### src/hdl/rrts_pkg.sv
package rrts_pkg;

  localparam int MAX_THREADS = 16;
  localparam int ID_W        = $clog2(MAX_THREADS);
  localparam int QDEPTH      = MAX_THREADS - 1;
  localparam int QI_W        = (QDEPTH > 1) ? $clog2(QDEPTH) : 1;
  localparam int QF_W        = $clog2(QDEPTH + 1);
  localparam int CNT_W       = $clog2(MAX_THREADS + 1);

  // request kinds
  localparam logic [1:0] K_SPAWN = 2'd0;
  localparam logic [1:0] K_YIELD = 2'd1;
  localparam logic [1:0] K_SCHED = 2'd2;
  localparam logic [1:0] K_EXIT  = 2'd3;

  // response status codes
  localparam logic [2:0] ST_OK        = 3'd0;
  localparam logic [2:0] ST_FULL      = 3'd1;
  localparam logic [2:0] ST_BADTARGET = 3'd2;
  localparam logic [2:0] ST_NOSWITCH  = 3'd3;
  localparam logic [2:0] ST_HALTED    = 3'd4;

  typedef struct packed {
    logic [1:0] kind;
    logic [3:0] target_id;
  } req_t;

  typedef struct packed {
    logic [2:0] status;
    logic [3:0] returned_id;
    logic [3:0] running_id;
  } rsp_t;

endpackage

### src/hdl/round_robin_thread_scheduler_top.sv
// Round-robin thread scheduler. Each request item (spawn, yield to target,
// schedule next, exit running thread) gives one response item carrying a
// status, the returned thread id and the thread running afterwards. Requests
// are handled one at a time by a small sequencer that touches one slot or one
// ready-queue entry per cycle: spawn scans slots from the next-fit pointer;
// yield searches the queue for the target and then closes the gap behind it;
// schedule and exit pop the head and close the gap. Rejected requests go
// straight to the response state. A finished response sits in an output
// register, so the next request is taken while it waits. Once no thread is
// active every request answers halted until reset.
module round_robin_thread_scheduler_top
  import rrts_pkg::*;
(
  input  logic clk,
  input  logic rst,
  input  logic req_valid,
  output logic req_ready,
  input  req_t req,
  output logic rsp_valid,
  input  logic rsp_ready,
  output rsp_t rsp
);

  typedef enum logic [2:0] {
    S_IDLE,
    S_SPAWN,
    S_YIELD,
    S_SCHED,
    S_SHIFT,
    S_RESP
  } state_t;

  state_t                   state;
  logic [MAX_THREADS-1:0]   slot_valid;
  logic [ID_W-1:0]          queue [QDEPTH];
  logic [QF_W-1:0]          fill;
  logic [ID_W-1:0]          running;
  logic [ID_W-1:0]          last_assigned;
  logic [CNT_W-1:0]         active;
  logic [ID_W-1:0]          target;
  logic [ID_W-1:0]          scan_slot;
  logic [CNT_W-1:0]         scan_cnt;
  logic [QF_W-1:0]          qidx;
  logic [ID_W-1:0]          app_id;
  logic                     app_en;
  logic [2:0]               res_status;
  logic [ID_W-1:0]          res_ret;

  logic [QI_W-1:0]          rd_addr;
  logic [ID_W-1:0]          q_rd;
  logic [ID_W-1:0]          spawn_start;
  logic [ID_W-1:0]          req_tgt;
  logic                     tgt_range_bad;
  logic [CNT_W-1:0]         active_dec;

  assign req_ready = (state == S_IDLE);

  // single queue read port: gap closing reads one entry ahead
  assign rd_addr = (state == S_SHIFT) ? QI_W'(qidx + 1'b1) : qidx[QI_W-1:0];
  assign q_rd    = queue[rd_addr];

  assign spawn_start   = (32'(last_assigned) >= 32'(MAX_THREADS - 1)) ? '0
                         : ID_W'(last_assigned + 1'b1);
  assign req_tgt       = ID_W'(req.target_id);
  assign tgt_range_bad = 32'(req.target_id) >= 32'(MAX_THREADS);
  assign active_dec    = slot_valid[running] ? CNT_W'(active - 1'b1) : active;

  always_ff @(posedge clk) begin
    if (rst) begin
      state         <= S_IDLE;
      slot_valid    <= MAX_THREADS'(1);
      fill          <= '0;
      running       <= '0;
      last_assigned <= '0;
      active        <= CNT_W'(1);
      rsp_valid     <= 1'b0;
    end else begin
      // S_RESP reloads the output register itself
      if (rsp_valid && rsp_ready && state != S_RESP) begin
        rsp_valid <= 1'b0;
      end
      case (state)
        S_IDLE: begin
          if (req_valid) begin
            target <= req_tgt;
            qidx   <= '0;
            if (active == '0) begin
              res_status <= ST_HALTED;
              res_ret    <= '0;
              state      <= S_RESP;
            end else begin
              case (req.kind)
                K_SPAWN: begin
                  if (32'(active) >= 32'(MAX_THREADS)) begin
                    res_status <= ST_FULL;
                    res_ret    <= '0;
                    state      <= S_RESP;
                  end else begin
                    scan_slot <= spawn_start;
                    scan_cnt  <= '0;
                    state     <= S_SPAWN;
                  end
                end
                K_YIELD: begin
                  if (tgt_range_bad || !slot_valid[req_tgt]) begin
                    res_status <= ST_BADTARGET;
                    res_ret    <= '0;
                    state      <= S_RESP;
                  end else if (req_tgt == running) begin
                    res_status <= ST_NOSWITCH;
                    res_ret    <= running;
                    state      <= S_RESP;
                  end else begin
                    state <= S_YIELD;
                  end
                end
                K_SCHED: begin
                  res_ret <= running;
                  state   <= S_SCHED;
                end
                K_EXIT: begin
                  res_ret <= running;
                  slot_valid[running] <= 1'b0;
                  active <= active_dec;
                  if (active_dec == '0) begin
                    res_status <= ST_HALTED;
                    state      <= S_RESP;
                  end else begin
                    state <= S_SCHED;
                  end
                end
                default: state <= S_IDLE;
              endcase
            end
          end
        end

        S_SPAWN: begin
          if (!slot_valid[scan_slot]) begin
            slot_valid[scan_slot] <= 1'b1;
            last_assigned <= scan_slot;
            active        <= CNT_W'(active + 1'b1);
            if (32'(fill) < 32'(QDEPTH)) begin
              queue[fill[QI_W-1:0]] <= scan_slot;
              fill <= QF_W'(fill + 1'b1);
            end
            res_status <= ST_OK;
            res_ret    <= scan_slot;
            state      <= S_RESP;
          end else if (32'(scan_cnt) >= 32'(MAX_THREADS - 1)) begin
            res_status <= ST_FULL;
            res_ret    <= '0;
            state      <= S_RESP;
          end else begin
            scan_slot <= (32'(scan_slot) >= 32'(MAX_THREADS - 1)) ? '0
                         : ID_W'(scan_slot + 1'b1);
            scan_cnt  <= CNT_W'(scan_cnt + 1'b1);
          end
        end

        S_YIELD: begin
          if (qidx == fill) begin
            res_status <= ST_NOSWITCH;
            res_ret    <= running;
            state      <= S_RESP;
          end else if (q_rd == target) begin
            res_status <= ST_OK;
            res_ret    <= running;
            app_id     <= running;
            app_en     <= 1'b1;
            running    <= target;
            state      <= S_SHIFT;
          end else begin
            qidx <= QF_W'(qidx + 1'b1);
          end
        end

        S_SCHED: begin
          // qidx is zero here, so q_rd is the queue head
          if (fill == '0 || !slot_valid[q_rd]) begin
            res_status <= ST_NOSWITCH;
            state      <= S_RESP;
          end else begin
            res_status <= ST_OK;
            app_id     <= running;
            app_en     <= slot_valid[running];
            running    <= q_rd;
            state      <= S_SHIFT;
          end
        end

        S_SHIFT: begin
          if (32'(qidx) + 32'd1 < 32'(fill)) begin
            queue[qidx[QI_W-1:0]] <= q_rd;
            qidx <= QF_W'(qidx + 1'b1);
          end else begin
            // removal frees one entry, so the append always fits
            if (app_en) begin
              queue[QI_W'(fill - 1'b1)] <= app_id;
            end else begin
              fill <= QF_W'(fill - 1'b1);
            end
            state <= S_RESP;
          end
        end

        S_RESP: begin
          if (!rsp_valid || rsp_ready) begin
            rsp_valid       <= 1'b1;
            rsp.status      <= res_status;
            rsp.returned_id <= 4'(res_ret);
            rsp.running_id  <= 4'(running);
            state           <= S_IDLE;
          end
        end

        default: state <= S_IDLE;
      endcase
    end
  end

endmodule
### config.mk
export PLATFORM = sky130hd
export DESIGN_NAME = round_robin_thread_scheduler_top
export DESIGN_NICKNAME = d
export VERILOG_FILES = /design/src/hdl/rrts_pkg.sv /design/src/hdl/round_robin_thread_scheduler_top.sv
export SDC_FILE = /design/constraint.sdc
export NUM_CORES = 1
export LEC_CHECK = 0
export BUFFER_PORTS_ARGS = -buffer_cell sky130_fd_sc_hd__buf_2
export CAP_MARGIN = 40
export CORE_ASPECT_RATIO = 2
export CORE_MARGIN = 2
export CORE_UTILIZATION = 40
export DETAILED_ROUTE_END_ITERATION = 10
export SYNTH_ARGS = -nofsm -noshare
export SYNTH_HDL_FRONTEND = slang
export SYNTH_SLANG_ARGS = --single-unit
### constraint.sdc
create_clock -name clk -period 10.5 [get_ports clk]
set_input_delay 2.1 -clock clk [delete_from_list [all_inputs] [get_ports clk]]
set_output_delay 2.1 -clock clk [all_outputs]
set_load 0.05 [all_outputs]
==> results of run 1 <==
## area by class of cell
class | instances | area share
Multi-Input combinational cell | 524 | 0.434
Timing Repair Buffer | 35 | 0.0271
Tap cell | 259 | 0.0370
Inverter | 19 | 0.00813
Clock buffer | 18 | 0.0489
Sequential cell | 137 | 0.427
Clock inverter | 14 | 0.0183
## how the worst max path moves through the flow
| stage | to | slack (ps) | cells past startpoint |
|---|---|---|---|
| after floorplan | res_status[0] | 5950 | 9 |
| after CTS | qidx[1] | 5400 | 11 |
| after detailed placement | qidx[2] | 5420 | 11 |
| after global routing | qidx[1] | 5150 | 11 |
| after global placement | qidx[2] | 5560 | 11 |
| final | qidx[1] | 5360 | 11 |
## stage by stage
step,util,area (µm²)
after global placement,0.421,8120
after detailed placement,0.424,8180
final,0.455,8770
after CTS,0.455,8770
after global routing,0.455,8770
after floorplan,-,7850
## synth_stat cells (all sizes together), types with 4 or more instances
| library cell | count |
|---|---|
| edfxtp | 100 |
| nor2 | 63 |
| nand2 | 51 |
| a21oi | 45 |
| dfxtp | 37 |
| o21ai | 35 |
| clkbuf | 29 |
| buf | 24 |
| a211oi | 22 |
| nor3 | 20 |
| inv | 19 |
| ha | 17 |
| mux2i | 17 |
| mux4 | 17 |
| nor2b | 17 |
| nand3 | 16 |
| xnor2 | 15 |
| o32ai | 13 |
| xor2 | 13 |
| o22ai | 12 |
| nand2b | 11 |
| a311oi | 9 |
| mux2 | 9 |
| o211ai | 9 |
| a21boi | 8 |
| and2 | 8 |
| and3 | 7 |
| a211o | 6 |
| a22oi | 6 |
| nor3b | 6 |
| a31oi | 5 |
| o22a | 5 |
| nor4 | 4 |
## kinds of logic after synthesis
family          Yosys count  share of synthesized area
mux                      43                     0.0838
fa+ha+maj                17                     0.0271
simple gates            227                      0.147
buf+inv                  72                     0.0411
xor+xnor                 28                     0.0336
compound gates          209                      0.190
flops                   137                      0.477
## worst reg2reg max path: cells and delay by family (launching register included)
family                     cells  cell delay (ps)
DFF                            1              370
and+or+nand+nor                4             1930
adders and majority gates      1              690
xor gates and xnor gates       1              190
buffers and inverters          1              280
AOI/OAI and AO/OA              4             1300
## sequential cells by signal (all words and copies together) (netlist names), 4 cells and up
register	cells
res_ret	4
fill	4
slot_valid	16
queue	60
target	4
qidx	4
last_assigned	4
rsp	11
scan_cnt	5
active	5
app_id	4
running	4
scan_slot	4
## routing by layer
metal	routed length [µm]	global-route usage	vias up
met3	978	0.0380	76
met2	12500	0.413	241
met1	7360	0.216	3016
met5	0	0	-
li1	-	-	2819
met4	1350	0.138	0
## power groups by stage
stage | clock [mW] | combinational (mW) | sequential (mW)
floorplan | 0 | 0.784 | 0.749
global placement | 0 | 0.983 | 0.795
CTS | 0.607 | 1.02 | 0.789
detailed placement | 0 | 1.02 | 0.800
finish | 0.599 | 1.03 | 0.791
global route | 0.628 | 1.11 | 0.800
==> impl_metrics.csv, run 1 <==
group,metric,value,unit
floorplanning,rows,72,
layout,fin_cells,1006,
synth,yosysWarnings,0,
power_and_ir_drop,clkPwrFrac,0.248,
timing,max_freq,195,MHz
floorplanning,fp.dieH,202,µm
routing,first_pass_iters,5,
synth,synth_top_area_cell,"edfxtp_1",
routing,wl_per_cell,22.1,µm
timing,min_period,5140,ps
clocking,postCtsHoldBufs,0,
setup_path,slowest_stage,"nor4b_1",
setup_path,path_buf_inv,1,
job,cap_violations,0,
timing,holdWs,418,ps
timing,setup_viol,0,
setup_path,critical_path.endpoint_type,"register",
synth,synth.distinct_cells,81,
routing,vias,6152,
min_path,min_path_cells,0,
clocking,clock-sinks,137,
setup_path,crit_family,"simple AND/OR/NAND/NOR gates",
setup_path,path_cells,"buf_4 > ha_1 > nand4bb_1 > a21boi_4 > nand2_1 > a2bb2oi_1 > a221o_1 > xnor2_1 > a211oi_2 > and4_1 > nor4b_1",
power_and_ir_drop,p_leak,2.95,nW
layout,final_cell_mix,"100 x edfxtp_1, 62 x nor2_1, 50 x nand2_1",
timing,timing.final.max_slew_violations,0,
place,io_buffers,22,
setup_path,rr_startpoint,"qidx[1]",
place,place.gp.congestion,0.962,
routing,ant_nets,0,
clocking,htree_levels,4,
setup_path,cp_max_fo,34,
timing,rsz0062_at_grt,"false",
layout,antenna_cells,0,
layout,multiInputGateArea,0.00380,mm²
timing,setup_ws,5360,ps
power_and_ir_drop,comb_power_share,0.425,
synth,synth_ff_type,"edfxtp_1",
grt,grt_antenna_before_repair,0,
timing,worst_slew_margin_rel,0.364,
grt,grt_max_degree,39,
timing,tns,0,ps
setup_path,cpPeakStageDelay,830,ps
grt,grt_first_pass_wirelength,34400,µm
timing,worst_slew_pin_slew,941,ps
synth,syn_area,0.00785,mm²
floorplanning,initial_core_util,0.407,
min_path,worstHoldStart,"res_status[2]",
synth,yosysSeqAreaShare,0.477,
routing,drt_iter0_markers,399,
setup_path,worstPathRequired,10550,ps
synth,synthCells,733,
power_and_ir_drop,seqPwrFrac,0.327,
setup_path,path_class,"reg -> reg",
layout,ff_latch_area,0.00374,mm²
floorplanning,die_area,0.0208,mm²
clocking,clk_latency,430,ps
clocking,cts_tree,"built",
place,place_inst,974,
layout,drive_gt1_frac,0.154,
synth,ys_top_cells_by_area,"edfxtp_1 38%, dfxtp_1 9.4%, mux4_2 4.9%",
min_path,hold_class,"reg -> reg",
clocking,cts_setup_buffers,0,
power_and_ir_drop,swShare,0.412,
timing,fin_skew,11.4,ps
synth,synth_top_area_frac,0.382,
clocking,clk_pin_slew,60,ps
place,dp.final_hpwl,16400,µm
synth,yosys_register_bits,137,
routing,vias_per_cell,6.12,
setup_path,regToRegEndpoint,"qidx[1]",
grt,grt_overflow,0,
floorplanning,pin_count,23,
layout,fill_cells,1795,
setup_path,cp-start-kind,"register",
grt,track_usage,0.222,
min_path,holdPathEnd,"rsp[10]",
power_and_ir_drop,ir_drop,0.140,mV
setup_path,r2r_slack,5360,ps
synth,async_flop_share,0,
routing,drt-total-wl,22200,µm
synth,synth_nets,760,
clocking,post_cts_resized,0,
layout,nets,761,
clocking,cts_buffers,17,
power_and_ir_drop,power,2.42,mW
setup_path,crit_start,"qidx[1]",
layout,syn_to_final_growth,11.7,%
timing,hold_viol_final,0,
synth,syn_area_per_cell,10.7,µm²
power_and_ir_drop,p_per_area,276,mW/mm²
power_and_ir_drop,internal_power,1.42,mW
place,dpl_worst_slack,5420,ps
outcome,status,"finished clean",
timing,period_share,0.489,
power_and_ir_drop,p_sw,995,µW
clocking,clock-root-buffer,"clkbuf_16",
floorplanning,die-width,103,µm
floorplanning,coreArea,0.0193,mm²
layout,final_common_cell,"edfxtp_1",
routing,drcViolationCount,0,
setup_path,r2r_cells,11,
synth,synth_edf_count,100,
clocking,cts_buffer_depth,2,
grt,grt_pass1_vias,6301,
setup_path,cp_data_arrival_time,5180,ps
(Power assumes the default switching activity.)
==> run 2: changes to the inputs <==
==> constraint.sdc (replaced) <==
create_clock -name clk -period 5.1 [get_ports clk]
set_input_delay 1.02 -clock clk [delete_from_list [all_inputs] [get_ports clk]]
set_output_delay 1.02 -clock clk [all_outputs]
set_load 0.05 [all_outputs]
==> run 2 against run 1 <==
Compared with the run above:
- combinational power up 110%
- maximum frequency up 17%
- die area unchanged
- core utilization up 0.32 points
- non-clock buffer count up 6
- sequential power up 110%
- global-route usage up 1.9 points
- flip-flop and latch count unchanged
- worst hold slack better by 4.1 ps
- final area up 0.70%
- critical endpoint is now app_id[0]
- largest cell class unchanged
==> impl_metrics.csv, run 2 (synthesis gave the netlist of run 1 again) <==
group,metric,value,unit
clocking,cts_setup_buffers,0,
routing,drt_iter0_markers,379,
clocking,clock-root-buffer,"clkbuf_16",
setup_path,crit_family,"simple AND/OR/NAND/NOR gates",
outcome,status,"finished clean",
clocking,cts_buffer_depth,2,
setup_path,cp-start-kind,"register",
setup_path,path_class,"reg -> reg",
floorplanning,die-width,103,µm
routing,drt-total-wl,23600,µm
timing,timing.final.max_slew_violations,0,
routing,vias_per_cell,6.12,
clocking,cts_buffers,17,
timing,worst_slew_margin_rel,0.447,
layout,drive_gt1_frac,0.161,
power_and_ir_drop,p_leak,2.99,nW
place,placedInstanceArea,0.00822,mm²
layout,reg_top3,"queue (60), slot_valid (16), rsp (11)",
layout,fin_cells,1012,
clocking,htree_levels,4,
setup_path,path_buf_inv,0,
min_path,hold_class,"reg -> reg",
floorplanning,coreArea,0.0193,mm²
grt,grt_max_degree,36,
layout,largest_register_ffs,60,
layout,antenna_cells,0,
timing,setup_ws,719,ps
clocking,clk_pin_slew,60,ps
job,cap_violations,0,
layout,multiInputGateArea,0.00380,mm²
grt,grt_first_pass_wirelength,36500,µm
routing,vias,6196,
setup_path,worstPathRequired,5190,ps
setup_path,cp_max_fo,20,
place,dp.final_hpwl,17500,µm
timing,holdWs,422,ps
clocking,cts_tree,"built",
grt,grt_pass1_vias,6406,
floorplanning,die_area,0.0208,mm²
timing,tns,0,ps
clocking,clock-sinks,137,
timing,max_freq,228,MHz
floorplanning,pin_count,23,
routing,first_pass_iters,4,
layout,top_register,"queue",
layout,nets,767,
setup_path,path_cells,"or3b_1 > nor2_4 > xor2_4 > mux4_2 > nor2_1 > or2_2 > o221ai_2 > o211ai_4 > nand2_2 > a211oi_2",
floorplanning,initial_core_util,0.407,
place,place.gp.congestion,0.936,
routing,drcViolationCount,0,
timing,setup_viol,0,
grt,grt_overflow,0,
timing,worst_slew_pin_slew,823,ps
grt,track_usage,0.241,
timing,min_period,4380,ps
layout,fill_cells,1811,
place,io_buffers,22,
floorplanning,fp.dieH,202,µm
power_and_ir_drop,ir_drop,0.391,mV
setup_path,critical_path.endpoint_type,"register",
power_and_ir_drop,p_per_area,572,mW/mm²
setup_path,cpPeakStageDelay,730,ps
timing,fin_skew,13.1,ps
routing,ant_nets,0,
timing,period_share,0.859,
layout,final_area,0.00883,mm²
floorplanning,rows,72,
clocking,post_cts_resized,0,
clocking,postCtsHoldBufs,0,
layout,final_common_cell,"edfxtp_1",
timing,hold_viol_final,0,
layout,syn_to_final_growth,12.5,%
setup_path,slowest_stage,"dfxtp_1",
routing,wl_per_cell,23.3,µm
timing,rsz0062_at_grt,"false",
setup_path,cp_data_arrival_time,4480,ps
place,dpl_worst_slack,800,ps
layout,final_cell_mix,"100 x edfxtp_1, 62 x nor2_1, 50 x nand2_1",
layout,ff_latch_area,0.00374,mm²
clocking,clk_latency,450,ps
place,place_inst,980,
grt,grt_antenna_before_repair,0,
## run 2: cell count changes in the layout (fill, tap and decap cells not counted), sizes merged
cell / previous run / this run
clkinv: 1 / 3
clkbuf: 18 / 17
bufinv: 2 / 3
clkinvlp: 3 / 1
buf: 34 / 40
## run 2: final timing paths
check	start	to	slack, ps	depth (start not counted)
min	res_ret[1]	rsp[5]	420	0
min reg2reg	res_ret[1]	rsp[5]	420	0
max reg2reg	state[2]	app_id[0]	720	10
max	state[2]	app_id[0]	720	10
## run 2: per-layer routing
layer | track usage | share of wire
met1 | 0.234 | 0.32
met2 | 0.432 | 0.56
met3 | 0.0519 | 0.047
met4 | 0.174 | 0.077
met5 | 0 | 0
## run 2: power by group
| group | total [mW] | internal [mW] | leakage [nW] | switching (mW) |
|---|---|---|---|---|
| registers | 1.63 | 1.43 | 1.21 | 0.200 |
| clock network | 1.29 | 0.779 | 0.299 | 0.511 |
| logic | 2.13 | 0.782 | 1.48 | 1.35 |
| total | 5.05 | 2.99 | 2.99 | 2.06 |
## run 2: area by class of cell
cell class | count | area share
flip-flops and latches | 137 | 0.424
well taps | 259 | 0.0367
multi-input cells | 524 | 0.431
clock buffers | 17 | 0.0482
clock inverters | 15 | 0.0213
repair buffers | 41 | 0.0312
inverters | 19 | 0.00808
## run 2: through the flow
| stage | utilization | total power [mW] |
|---|---|---|
| final | 0.458 | 5.05 |
| after global routing | 0.458 | 5.33 |
| after CTS | 0.458 | 5.05 |
| after detailed placement | 0.426 | 3.75 |
| after global placement | 0.424 | 3.70 |
| after floorplan | - | 3.16 |
## run 2: worst register-to-register path, stage by stage, from the launching register on
cell,delay [ps]
dfxtp_1,730
or3b_1,730
nor2_4,290
xor2_4,250
mux4_2,530
nor2_1,240
or2_2,210
o221ai_2,120
o211ai_4,330
nand2_2,140
a211oi_2,460
